==> src/rtl/core/twt_pkg.sv <==
package twt_pkg;

   localparam int CAPACITY = 32;
   localparam int ID_BITS = 8;
   localparam int TIME_BITS = 32;
   localparam int CNT_BITS = (CAPACITY > 2) ? $clog2(CAPACITY) : 1;

   typedef enum logic [1:0] {
      CMD_ADD      = 2'd0,
      CMD_ERASE    = 2'd1,
      CMD_TAKE     = 2'd2,
      CMD_CONTAINS = 2'd3
   } cmd_type;

   typedef enum logic [1:0] {
      ST_OK   = 2'd0,
      ST_NONE = 2'd1,
      ST_DUP  = 2'd2,
      ST_FULL = 2'd3
   } status_type;

   typedef enum logic [1:0] {
      OP_HOLD,
      OP_INSERT,
      OP_KILL,
      OP_COMPACT
   } op_type;

   // broadcast from the sequencer to every cell
   typedef struct packed {
      op_type                 op;
      logic [ID_BITS-1:0]     id;
      logic [TIME_BITS-1:0]   time_value;
   } twt_ctrl_type;

   // what the chain shows back to the sequencer
   typedef struct packed {
      logic                   head_valid;
      logic [ID_BITS-1:0]     head_id;
      logic [TIME_BITS-1:0]   head_time;
      logic                   full;
      logic                   hit;
   } twt_chain_type;

endpackage

==> src/rtl/core/twt_cell.sv <==
module twt_cell import twt_pkg::*; (
   input  logic                 clock,
   input  logic                 reset,
   input  twt_ctrl_type         ctrl,
   input  logic                 left_valid,
   input  logic                 left_ins,
   input  logic [ID_BITS-1:0]   left_id,
   input  logic [TIME_BITS-1:0] left_time,
   input  logic                 right_valid,
   input  logic [ID_BITS-1:0]   right_id,
   input  logic [TIME_BITS-1:0] right_time,
   output logic                 valid,
   output logic [ID_BITS-1:0]   id,
   output logic [TIME_BITS-1:0] time_value,
   output logic                 ins,
   output logic                 match
);

   logic                 valid_ff;
   logic [ID_BITS-1:0]   id_ff;
   logic [TIME_BITS-1:0] time_ff;
   logic                 valid_in;
   logic [ID_BITS-1:0]   id_in;
   logic [TIME_BITS-1:0] time_in;

   assign match = valid_ff && (id_ff == ctrl.id);

   // new key sorts ahead of this cell (by time, then by smaller id)
   assign ins = !valid_ff || (ctrl.time_value < time_ff) ||
                ((ctrl.time_value == time_ff) && (ctrl.id < id_ff));

   always_comb begin
      valid_in = valid_ff;
      id_in    = id_ff;
      time_in  = time_ff;
      case (ctrl.op)
         OP_INSERT: begin
            if (left_ins) begin
               valid_in = left_valid;
               id_in    = left_id;
               time_in  = left_time;
            end else if (ins) begin
               valid_in = 1'b1;
               id_in    = ctrl.id;
               time_in  = ctrl.time_value;
            end
         end
         OP_KILL: begin
            if (match) begin
               valid_in = 1'b0;
            end
         end
         OP_COMPACT: begin
            // the single hole moves one cell towards the tail
            if (!valid_ff && right_valid) begin
               valid_in = 1'b1;
               id_in    = right_id;
               time_in  = right_time;
            end else if (valid_ff && !left_valid) begin
               valid_in = 1'b0;
            end
         end
         default: begin
         end
      endcase
   end

   always_ff @(posedge clock) begin
      if (reset) begin
         valid_ff <= 1'b0;
      end else begin
         valid_ff <= valid_in;
      end
      id_ff   <= id_in;
      time_ff <= time_in;
   end

   assign valid      = valid_ff;
   assign id         = id_ff;
   assign time_value = time_ff;

endmodule

==> src/rtl/core/twt_ctrl.sv <==
module twt_ctrl import twt_pkg::*; (
   input  logic                 clock,
   input  logic                 reset,
   input  logic                 req_valid,
   output logic                 req_ready,
   input  logic [1:0]           req_command,
   input  logic [ID_BITS-1:0]   req_task_id,
   input  logic [TIME_BITS-1:0] req_time_value,
   output logic                 rsp_valid,
   input  logic                 rsp_ready,
   output logic [1:0]           rsp_status,
   output logic [ID_BITS-1:0]   rsp_taken_id,
   output logic                 rsp_not_empty,
   output logic [TIME_BITS-1:0] rsp_earliest_time,
   input  twt_chain_type        chain,
   output twt_ctrl_type         ctrl
);

   typedef enum logic [2:0] {
      S_IDLE,
      S_LOOK,
      S_ACT,
      S_COMPACT,
      S_FINISH
   } state_type;

   state_type            state_ff;
   cmd_type              cmd_ff;
   logic [ID_BITS-1:0]   id_ff;
   logic [TIME_BITS-1:0] time_ff;
   logic                 hit_ff;
   status_type           status_ff;
   logic [ID_BITS-1:0]   taken_ff;
   logic [CNT_BITS-1:0]  cnt_ff;
   logic                 rsp_valid_ff;
   status_type           rsp_status_ff;
   logic [ID_BITS-1:0]   rsp_taken_ff;
   logic                 rsp_not_empty_ff;
   logic [TIME_BITS-1:0] rsp_earliest_ff;
   logic                 due;

   assign due = chain.head_valid && (time_ff >= chain.head_time);

   always_comb begin
      ctrl.op         = OP_HOLD;
      ctrl.id         = id_ff;
      ctrl.time_value = time_ff;
      case (state_ff)
         S_ACT: begin
            case (cmd_ff)
               CMD_ADD: begin
                  if (!hit_ff && !chain.full) begin
                     ctrl.op = OP_INSERT;
                  end
               end
               CMD_ERASE: begin
                  if (hit_ff) begin
                     ctrl.op = OP_KILL;
                  end
               end
               CMD_TAKE: begin
                  ctrl.id = chain.head_id;
                  if (due) begin
                     ctrl.op = OP_KILL;
                  end
               end
               default: begin
               end
            endcase
         end
         S_COMPACT: begin
            ctrl.op = OP_COMPACT;
         end
         default: begin
         end
      endcase
   end

   always_ff @(posedge clock) begin
      if (reset) begin
         state_ff     <= S_IDLE;
         rsp_valid_ff <= 1'b0;
      end else begin
         if (rsp_valid_ff && rsp_ready && (state_ff != S_FINISH)) begin
            rsp_valid_ff <= 1'b0;
         end
         case (state_ff)
            S_IDLE: begin
               if (req_valid) begin
                  cmd_ff   <= cmd_type'(req_command);
                  id_ff    <= req_task_id;
                  time_ff  <= req_time_value;
                  state_ff <= S_LOOK;
               end
            end
            S_LOOK: begin
               hit_ff   <= chain.hit;
               state_ff <= S_ACT;
            end
            S_ACT: begin
               cnt_ff <= '0;
               case (cmd_ff)
                  CMD_ADD: begin
                     taken_ff <= '0;
                     state_ff <= S_FINISH;
                     if (hit_ff) begin
                        status_ff <= ST_DUP;
                     end else if (chain.full) begin
                        status_ff <= ST_FULL;
                     end else begin
                        status_ff <= ST_OK;
                     end
                  end
                  CMD_ERASE: begin
                     taken_ff  <= '0;
                     status_ff <= hit_ff ? ST_OK : ST_NONE;
                     state_ff  <= hit_ff ? S_COMPACT : S_FINISH;
                  end
                  CMD_TAKE: begin
                     if (due) begin
                        status_ff <= ST_OK;
                        taken_ff  <= chain.head_id;
                        state_ff  <= S_COMPACT;
                     end else begin
                        status_ff <= ST_NONE;
                        taken_ff  <= '0;
                        state_ff  <= S_FINISH;
                     end
                  end
                  default: begin
                     taken_ff  <= '0;
                     state_ff  <= S_FINISH;
                     status_ff <= hit_ff ? ST_OK : ST_NONE;
                  end
               endcase
            end
            S_COMPACT: begin
               cnt_ff <= cnt_ff + 1'b1;
               if (cnt_ff == CNT_BITS'(CAPACITY - 2)) begin
                  state_ff <= S_FINISH;
               end
            end
            S_FINISH: begin
               if (!rsp_valid_ff || rsp_ready) begin
                  rsp_valid_ff     <= 1'b1;
                  rsp_status_ff    <= status_ff;
                  rsp_taken_ff     <= taken_ff;
                  rsp_not_empty_ff <= chain.head_valid;
                  rsp_earliest_ff  <= chain.head_valid ? chain.head_time : '0;
                  state_ff         <= S_IDLE;
               end
            end
            default: begin
               state_ff <= S_IDLE;
            end
         endcase
      end
   end

   assign req_ready         = (state_ff == S_IDLE);
   assign rsp_valid         = rsp_valid_ff;
   assign rsp_status        = rsp_status_ff;
   assign rsp_taken_id      = rsp_taken_ff;
   assign rsp_not_empty     = rsp_not_empty_ff;
   assign rsp_earliest_time = rsp_earliest_ff;

endmodule

==> src/rtl/core/timeout_ordered_wait_table.sv <==
// sequencing: look, act and finish states for add and contains, and for erase
//   or take that removes nothing; a compact state between act and finish when
//   an entry is removed, as the hole walks one cell per cycle down the chain
// requests: one at a time; the next is taken in idle, which finish enters only
//   once the previous response is no longer held
// reset: synchronous, clears every cell valid bit and the sequencer; empty table
module timeout_ordered_wait_table import twt_pkg::*; (
   input  logic                 clock,
   input  logic                 reset,
   input  logic                 req_valid,
   output logic                 req_ready,
   input  logic [1:0]           req_command,
   input  logic [ID_BITS-1:0]   req_task_id,
   input  logic [TIME_BITS-1:0] req_time_value,
   output logic                 rsp_valid,
   input  logic                 rsp_ready,
   output logic [1:0]           rsp_status,
   output logic [ID_BITS-1:0]   rsp_taken_id,
   output logic                 rsp_not_empty,
   output logic [TIME_BITS-1:0] rsp_earliest_time
);

   twt_ctrl_type         ctrl;
   twt_chain_type        chain;
   logic                 cell_valid [CAPACITY];
   logic [ID_BITS-1:0]   cell_id    [CAPACITY];
   logic [TIME_BITS-1:0] cell_time  [CAPACITY];
   logic                 cell_ins   [CAPACITY];
   logic [CAPACITY-1:0]  match_vec;

   genvar i;
   generate
      for (i = 0; i < CAPACITY; i++) begin : g_cell
         logic                 lv;
         logic                 li;
         logic [ID_BITS-1:0]   lid;
         logic [TIME_BITS-1:0] lt;
         logic                 rv;
         logic [ID_BITS-1:0]   rid;
         logic [TIME_BITS-1:0] rt;

         if (i == 0) begin : g_first
            assign lv  = 1'b1;
            assign li  = 1'b0;
            assign lid = '0;
            assign lt  = '0;
         end else begin : g_mid_left
            assign lv  = cell_valid[i-1];
            assign li  = cell_ins[i-1];
            assign lid = cell_id[i-1];
            assign lt  = cell_time[i-1];
         end

         if (i == CAPACITY - 1) begin : g_last
            assign rv  = 1'b0;
            assign rid = '0;
            assign rt  = '0;
         end else begin : g_mid_right
            assign rv  = cell_valid[i+1];
            assign rid = cell_id[i+1];
            assign rt  = cell_time[i+1];
         end

         twt_cell u_cell (
            .clock       (clock),
            .reset       (reset),
            .ctrl        (ctrl),
            .left_valid  (lv),
            .left_ins    (li),
            .left_id     (lid),
            .left_time   (lt),
            .right_valid (rv),
            .right_id    (rid),
            .right_time  (rt),
            .valid       (cell_valid[i]),
            .id          (cell_id[i]),
            .time_value  (cell_time[i]),
            .ins         (cell_ins[i]),
            .match       (match_vec[i])
         );
      end
   endgenerate

   assign chain.head_valid = cell_valid[0];
   assign chain.head_id    = cell_id[0];
   assign chain.head_time  = cell_time[0];
   assign chain.full       = cell_valid[CAPACITY-1];
   assign chain.hit        = |match_vec;

   twt_ctrl u_ctrl (
      .clock             (clock),
      .reset             (reset),
      .req_valid         (req_valid),
      .req_ready         (req_ready),
      .req_command       (req_command),
      .req_task_id       (req_task_id),
      .req_time_value    (req_time_value),
      .rsp_valid         (rsp_valid),
      .rsp_ready         (rsp_ready),
      .rsp_status        (rsp_status),
      .rsp_taken_id      (rsp_taken_id),
      .rsp_not_empty     (rsp_not_empty),
      .rsp_earliest_time (rsp_earliest_time),
      .chain             (chain),
      .ctrl              (ctrl)
   );

endmodule

==> config.mk <==
export PLATFORM = sky130hd
export DESIGN_NAME = timeout_ordered_wait_table
export DESIGN_NICKNAME = d
export VERILOG_FILES = /design/src/rtl/core/twt_pkg.sv /design/src/rtl/core/twt_cell.sv /design/src/rtl/core/twt_ctrl.sv /design/src/rtl/core/timeout_ordered_wait_table.sv
export SDC_FILE = /design/constraint.sdc
export NUM_CORES = 2
export LEC_CHECK = 0
export ABC_AREA = 1
export BUFFER_PORTS_ARGS = -buffer_cell sky130_fd_sc_hd__buf_2
export CAP_MARGIN = 20
export CORE_MARGIN = 2
export CORE_UTILIZATION = 50
export CTS_CLUSTER_DIAMETER = 120
export DETAILED_ROUTE_END_ITERATION = 7
export PLACE_DENSITY = 0.65
export SYNTH_ARGS = -nofsm -noshare
export SYNTH_HDL_FRONTEND = slang
export SYNTH_SLANG_ARGS = --single-unit
==> constraint.sdc <==
create_clock -name clock -period 11.7 [get_ports clock]
set_input_delay 2.34 -clock clock [delete_from_list [all_inputs] [get_ports clock]]
set_output_delay 2.34 -clock clock [all_outputs]
set_load 0.005 [all_outputs]
Yosys cells after proc, flatten, opt, wreduce, memory -nomap -nowiden:

Cells that the tools add are included.

* bits in registers: 1417
* input bits: 46
* word-level logic and storage cells: 1117
* output and inout bits: 45

* reductions and logical operators: 276
* equality and inequality tests: 203
* order comparisons: 65
* add/subtract/negate cells: 1
* bitwise gates (word level): 1
* mux-type cells: 462

Operators by type and width (number)
* 32-bit two-way mux: 94
* 32-bit one-hot mux with 2 select lines: 31
* 32-bit equality test: 32
* 32-bit < comparator: 32
* 8-bit two-way mux: 96
* 8-bit one-hot mux with 2 select lines: 31
* 8-bit equality test: 32
* 8-bit < comparator: 32
* 3-bit by 1-bit != test with 1-bit output, second input constant: 59
* 1-bit two-way mux: 163
* 2-bit by 1-bit != test with 1-bit output, second input constant: 66
* 4-bit AND reduction: 32
* 3-bit AND reduction: 34
* 1-bit logical AND: 99
* 1-bit one-hot mux with 3 select lines: 32
* 1-bit logical OR: 65
* 1-bit zero test: 34
* 32-bit >= comparator: 1
* 32-bit OR reduction: 1
* 3-bit two-way mux: 5
* 3-bit one-hot mux with 5 select lines: 1
* 5-bit one-hot mux with 2 select lines: 1
* 2-bit AND reduction: 5
* 2-bit two-way mux: 4
* other kinds (18): 26

Depth between registers and ports, before layout:

* depth after elaboration: 9
* mapped depth: 28
* gate-level depth less buffers: 26

By module:

From an unflattened synthesis, not the netlist that was laid out.

* cell total of the unflattened synthesis: 13939
* area total of the unflattened synthesis: 106892.5 µm²

By module, submodules not included
* twt_cell at g_cell[0].u_cell ...: area an instance 3184.3 µm², instances 31, cells an instance 421
* twt_ctrl: area an instance 4783.3 µm², instances 1, cells an instance 423
* twt_cell at g_cell[4].u_cell: area an instance 3209.3 µm², instances 1, cells an instance 418
* timeout_ordered_wait_table: area an instance 186.4 µm², instances 1, cells an instance 47

Worst setup path after synthesis:

OpenSTA, ideal clock, no wires.

* path type: register -> register
* start point: register u_ctrl.cmd_ff[0]
* end point: register g_cell[17].u_cell.id_ff[0], enable pin
* path slack: 5.292 ns
* buffers on the path: 4
* data required time: 11.249 ns
* arrival time: 5.957 ns
* clock period less this slack: 6.408 ns
* library setup time: 0.451 ns
* stages on the path, launching flop included: 25
* cells stage by stage: edfxtp_1 -> inv_1 -> ha_1 -> inv_1 -> nor2_1 -> inv_1 -> clkbuf_1 -> nand2_1 -> o21ai_0 -> clkbuf_1 -> ha_1 -> nand2_1 -> inv_1 -> nand3_1 -> o21ai_0 -> nor4_1 -> o21ai_0 -> nor2_1 -> nor2_1 -> and2_1 -> clkbuf_1 -> clkbuf_1 -> nand4_1 -> nand2_1 -> a21oi_1

* longest elaborated chain between the ends: 8

RTL lines
* start, declared: line twt_ctrl.sv:28 `cmd_type cmd_ff;`
* start signal, assigned: line twt_ctrl.sv:90 `cmd_ff <= cmd_type'(req_command);`
* 2-bit equality test: line twt_ctrl.sv:50 `case (cmd_ff)`
* 8-bit two-way mux: line twt_ctrl.sv:50
* 8-bit two-way mux: line twt_ctrl.sv:48 `case (state_ff)`
* 8-bit < comparator: line twt_cell.sv:30 `((ctrl.time_value == time_ff) && (ctrl.id < id_ff));`
* 1-bit logical AND: line twt_cell.sv:30
* 1-bit logical OR: line twt_cell.sv:29 `assign ins = !valid_ff || (ctrl.time_value < time_ff) ||`
* 3-bit by 1-bit != test with 1-bit output (no source line)
* 3-bit AND reduction (no source line) (*)
* end signal, assigned: line twt_cell.sv:74 `id_ff <= id_in;`
* end, declared: line twt_cell.sv:20 `logic [ID_BITS-1:0] id_ff;`

Mark *: on every way between the ends. The rest lies on a longest branch, timed or not.
A chain may end at the register's enable or synchronous reset.

Worst setup path in the final report:

* start point: register u_ctrl.time_ff[11]
* end point: register g_cell[3].u_cell.time_ff[24], data pin

* longest elaborated chain between the ends: 7

RTL lines
* start, declared: line twt_ctrl.sv:30 `logic [TIME_BITS-1:0] time_ff;`
* start signal, assigned: line twt_ctrl.sv:92 `time_ff <= req_time_value;`
* 32-bit >= comparator: line twt_ctrl.sv:42 `assign due = chain.head_valid && (time_ff >= chain.head_time);`
* 1-bit logical AND: line twt_ctrl.sv:42
* 2-bit two-way mux: line twt_ctrl.sv:63 `if (due) begin`
* 2-bit one-hot mux with 3 select lines: line twt_ctrl.sv:50
* 2-bit one-hot mux with 2 select lines: line twt_ctrl.sv:48
* 2-bit equality test or 2-bit by 1-bit equality test with 1-bit output (tied branches): line twt_cell.sv:36 `case (ctrl.op)`
* 32-bit one-hot mux with 2 select lines (*): line twt_cell.sv:36
* via g_cell[3].u_cell.time_in[24]: line twt_cell.sv:24 `logic [TIME_BITS-1:0] time_in;`
* end signal, assigned: line twt_cell.sv:75 `time_ff <= time_in;`
* end, declared: line twt_cell.sv:21 `logic [TIME_BITS-1:0] time_ff;`

The timed path passes the listed nets; every way through them passes the cells marked *.

==> tab_implementation.tex <==
\begin{tabular}{lr}
\hline
Metric & Value \\
\hline
\multicolumn{2}{l}{\textbf{STA}} \\
Number of setup violations in the final report & 0 \\
Final setup margin & around 4.7 ns \\
Number of hold-slack violations in the final timing report & 0 \\
F\_max & 144 MHz \\
Setup\_tns & 0 ns \\
Final hold slack & approximately 0.42 ns \\
Final Cycle Share & $\sim$60\% \\
Setup repair after global routing missed its margin & false \\
Clock skew & between 0.06 and 0.07 ns \\
Transition at the pin with the smallest max-transition slack & roughly 1.3 ns \\
Number of pins exceeding their max-slew limit in the final report & 0 \\
Post-layout min period & around 7.0 ns \\
Normalized max-slew margin & between 10\% and 20\% \\
\multicolumn{2}{l}{\textbf{Routing}} \\
Overall routed net length & 365 mm \\
Final antenna-violating net count & 0 \\
Routed wire length per instance & $\sim$24 um \\
Remaining routing DRC violations & 0 \\
DRT iter0 DRCs & between 10000 and 15000 \\
Detailed-route vias per instance & between 6 and 7 \\
TritonRoute pass-1 iters & 7 \\
Total vias in the final route & a little over 90000 \\
\multicolumn{2}{l}{\textbf{Synthesis}} \\
Mean instance size in the synthesized netlist & roughly 8.1 sq um \\
Combined area of all synthesized cells & around 100000 sq um \\
Synthesis Warnings & 0 \\
Number of instances in the synthesized netlist & 12600 \\
Biggest area consumer among synthesized cells & edfxtp\_1 \\
Count of cell types in the netlist & between 50 and 60 \\
Ys async rst share & 0\% \\
Number of enable-type register cells in the synthesized netlist & approximately 1400 \\
Synth Net Count & about 14000 \\
Largest cells by area after synthesis & edfxtp\_1 41\%, ha\_1 15\%, nand2\_1 11\%, inv\_1 6.2\%, o21ai\_0 6.2\% \\
Sequential element share of the synthesized area & 41.3\% \\
Area share of the largest cell type after synthesis & between 40\% and 50\% \\
Count of state elements after synthesis & 1417 \\
Most common flop cell mapped by yosys & edfxtp\_1 \\
\multicolumn{2}{l}{\textbf{Cells and area}} \\
Most frequent cells in the layout & 3084 x nand2\_1, 1689 x inv\_1, 1381 x edfxtp\_1, 1254 x ha\_1, 1249 x o21ai\_0 \\
Layout filler cell count & 18600 \\
Fraction of layout instances using a drive strength above 1 & 5.06\% \\
Leading cell type in the layout, fill and taps excluded & nand2\_1 \\
Post-layout util & 54.7\% \\
Post-layout instance count excluding filler cells & 15200 \\
Area of all placed cells without fillers & approximately 110000 sq um \\
Growth of design area from synthesis to finish & 8.57\% \\
Final layout net count & approximately 14000 \\
\multicolumn{2}{l}{\textbf{Power and ir drop}} \\
Clock share of power & roughly 33\% \\
VDD IR-drop max & about 0.00016 V \\
Switching component of the power & between 5 and 6 mW \\
Static Leakage & 48.7 nW \\
Power density relative to cell area & 147 nW/um\^{}2 \\
Power after layout & about 16 mW \\
Reg power frac & 39.9\% \\
Internal Pwr Total & 10.6 mW \\
Relative contribution of combinational cells to total power & between 20\% and 30\% \\
Net switching fraction of the power & between 30\% and 40\% \\
\multicolumn{2}{l}{\textbf{Clocking}} \\
Quantity of gates resized following cts & 0 \\
CTS max path bufs & 3 \\
CTS buffer count & roughly 170 \\
Buffer count from post-CTS setup fixing & 0 \\
CTS tree & yes \\
Number of sinks driven by the clock tree & $\sim$1400 \\
Clock insertion delay at the later pin of the skew report & between 0.8 and 0.9 ns \\
Cts-stage hold buffer count & 0 \\
H-Tree Depth & 4 \\
Clock tree root buffer cell & clkbuf\_16 \\
Clock Pin Slew Worst Setup and Hold Paths & $\sim$0.06 ns \\
\multicolumn{2}{l}{\textbf{Placed design}} \\
Worst setup timing slack at the placement stage & 4.84 ns \\
Gpl congestion & roughly 1 \\
Port-buffer cells & 90 \\
Placement Cell Area & about 110000 sq um \\
Final HPWL DP & roughly 260 mm \\
Placed Instances & between 10000 and 15000 \\
\multicolumn{2}{l}{\textbf{Hold path}} \\
Worst min path class & reg -> reg \\
\multicolumn{2}{l}{\textbf{Worst setup path}} \\
Critical Path Start Type & flip-flop \\
Worst path arrival time & 7.63 ns \\
Maximum fanout count along the critical path & 227 \\
Category of the worst setup path capture point & flip-flop \\
Crit path required time & about 12 ns \\
Category of the critical setup timing path & reg -> reg \\
\multicolumn{2}{l}{\textbf{Floorplanning}} \\
Number of placement rows & 165 \\
Effective utilization at floorplan & roughly half \\
Width of the die & 456 um \\
Die H & 456 um \\
Area of the die & about 210000 sq um \\
Number of top-level pins & slightly above 90 \\
Core Footprint & $\sim$200000 sq um \\
\multicolumn{2}{l}{\textbf{Global routing}} \\
Number of antenna violations at the first check in global routing & 18 \\
Total gr overflow & 0 \\
Global-route wire length before repair & about 540 mm \\
Overall track demand over capacity in global routing & between 30\% and 40\% \\
Largest net degree at the start of global routing & about 260 \\
Number of global-route vias before repair & approximately 85000 \\
\multicolumn{2}{l}{\textbf{Status}} \\
Run status & completed \\
\multicolumn{2}{l}{\textbf{Flow run}} \\
Maxcap violations & 0 \\
\hline
\end{tabular}
[worst max-delay path, stage by stage (launching register included)]
cell	delay, ns
edfxtp_1	0.32
buf_4	0.48
ha_1	0.37
a21oi_1	0.15
nand2_1	0.07
a21oi_1	0.30
nand2_1	0.12
nand2_1	0.11
nand3_2	0.10
nand3_4	0.14
nand2_4	0.09
nand2_4	0.34
nand2_4	0.49
nand2_8	0.63
buf_12	0.67
buf_4	0.86
buf_4	0.86
o211ai_1	0.19
o21ai_1	0.14
[sequential cells by signal, indices dropped and copies added, names as in the netlist, 2 cells and up]
register                  cells
u_ctrl.rsp_status             2
u_ctrl.rsp_earliest_time     32
u_ctrl.state_ff               3
g_cell.u_cell.time_value   1024
u_ctrl.taken_ff               8
u_ctrl.cmd_ff                 2
u_ctrl.rsp_taken_id           8
u_ctrl.status_ff              2
u_ctrl.cnt_ff                 5
u_ctrl.time_ff               32
g_cell.u_cell.id            256
u_ctrl.id_ff                  8
g_cell.u_cell.valid          32
[path summary, 6_finish.rpt]
kind,startpoint,to,slack [ns],cells past startpoint
worst min register to register,u_ctrl.taken_ff[3]$_SDFFCE_PN0P_,u_ctrl.rsp_taken_id[3]$_DFFE_PP_,0.42,0
worst max register to register,u_ctrl.time_ff[11]$_DFFE_PP_,g_cell[3].u_cell.time_value[24]$_DFFE_PP_,4.74,18
worst max-delay path,u_ctrl.time_ff[11]$_DFFE_PP_,g_cell[3].u_cell.time_value[24]$_DFFE_PP_,4.74,18
worst min-delay path,u_ctrl.taken_ff[3]$_SDFFCE_PN0P_,u_ctrl.rsp_taken_id[3]$_DFFE_PP_,0.42,0
[routing by layer]
metal,wire (um),up-vias,track usage [%]
met5,31,-,0
met4,12800,4,11.7
met3,44600,682,7.30
met2,153000,5043,49.9
met1,154000,43400,49.5
li1,-,42700,-
[power by group through the flow]
stage | Sequential [mW] | Clock (mW) | Combinational, mW
after floorplan | 6.60 | 0 | 2.67
after global placement | 6.57 | 0 | 4.11
after detailed placement | 6.58 | 0 | 4.27
after CTS | 6.48 | 5.38 | 4.29
after global routing | 6.53 | 5.56 | 4.88
final | 6.49 | 5.35 | 4.42
[logic make-up after synthesis]
logic type,share of synthesized area [%]
AOI/OAI and AO/OA,18.1
xor gates and xnor gates,0.00858
adders and majority gates,15.4
buffers and inverters,9.33
DFF,41.3
and+or+nand+nor,15.8
[Yosys cell counts, drive strengths merged, types with 3 or more instances]
master	number
nand2	3092
o21ai	2352
inv	1696
edfxtp	1381
ha	1254
a21oi	626
nor2	439
clkbuf	346
o211ai	346
buf	340
nand3	195
nand4	152
nor3	84
a31oi	74
dfxtp	36
nor4	33
o22ai	21
o21a	15
nor3b	12
and3	10
o21bai	9
or4	8
o31ai	5
clkinv	4
nand3b	4
o211a	4
a211oi	3
a21o	3
or3b	3
[final cells by class]
cell class	instances	area, sq um	area share (%)
Sequential cell	1417	42200	38.1
Clock inverter	95	900	0.812
Clock buffer	214	4520	4.08
Multi-Input combinational cell	8758	51100	46.1
Timing Repair Buffer	295	2390	2.16
Inverter	1700	6380	5.76
Antenna cell	11	27.5	0.0248
Tap cell	2672	3340	3.02
(Power assumes the default switching activity.)
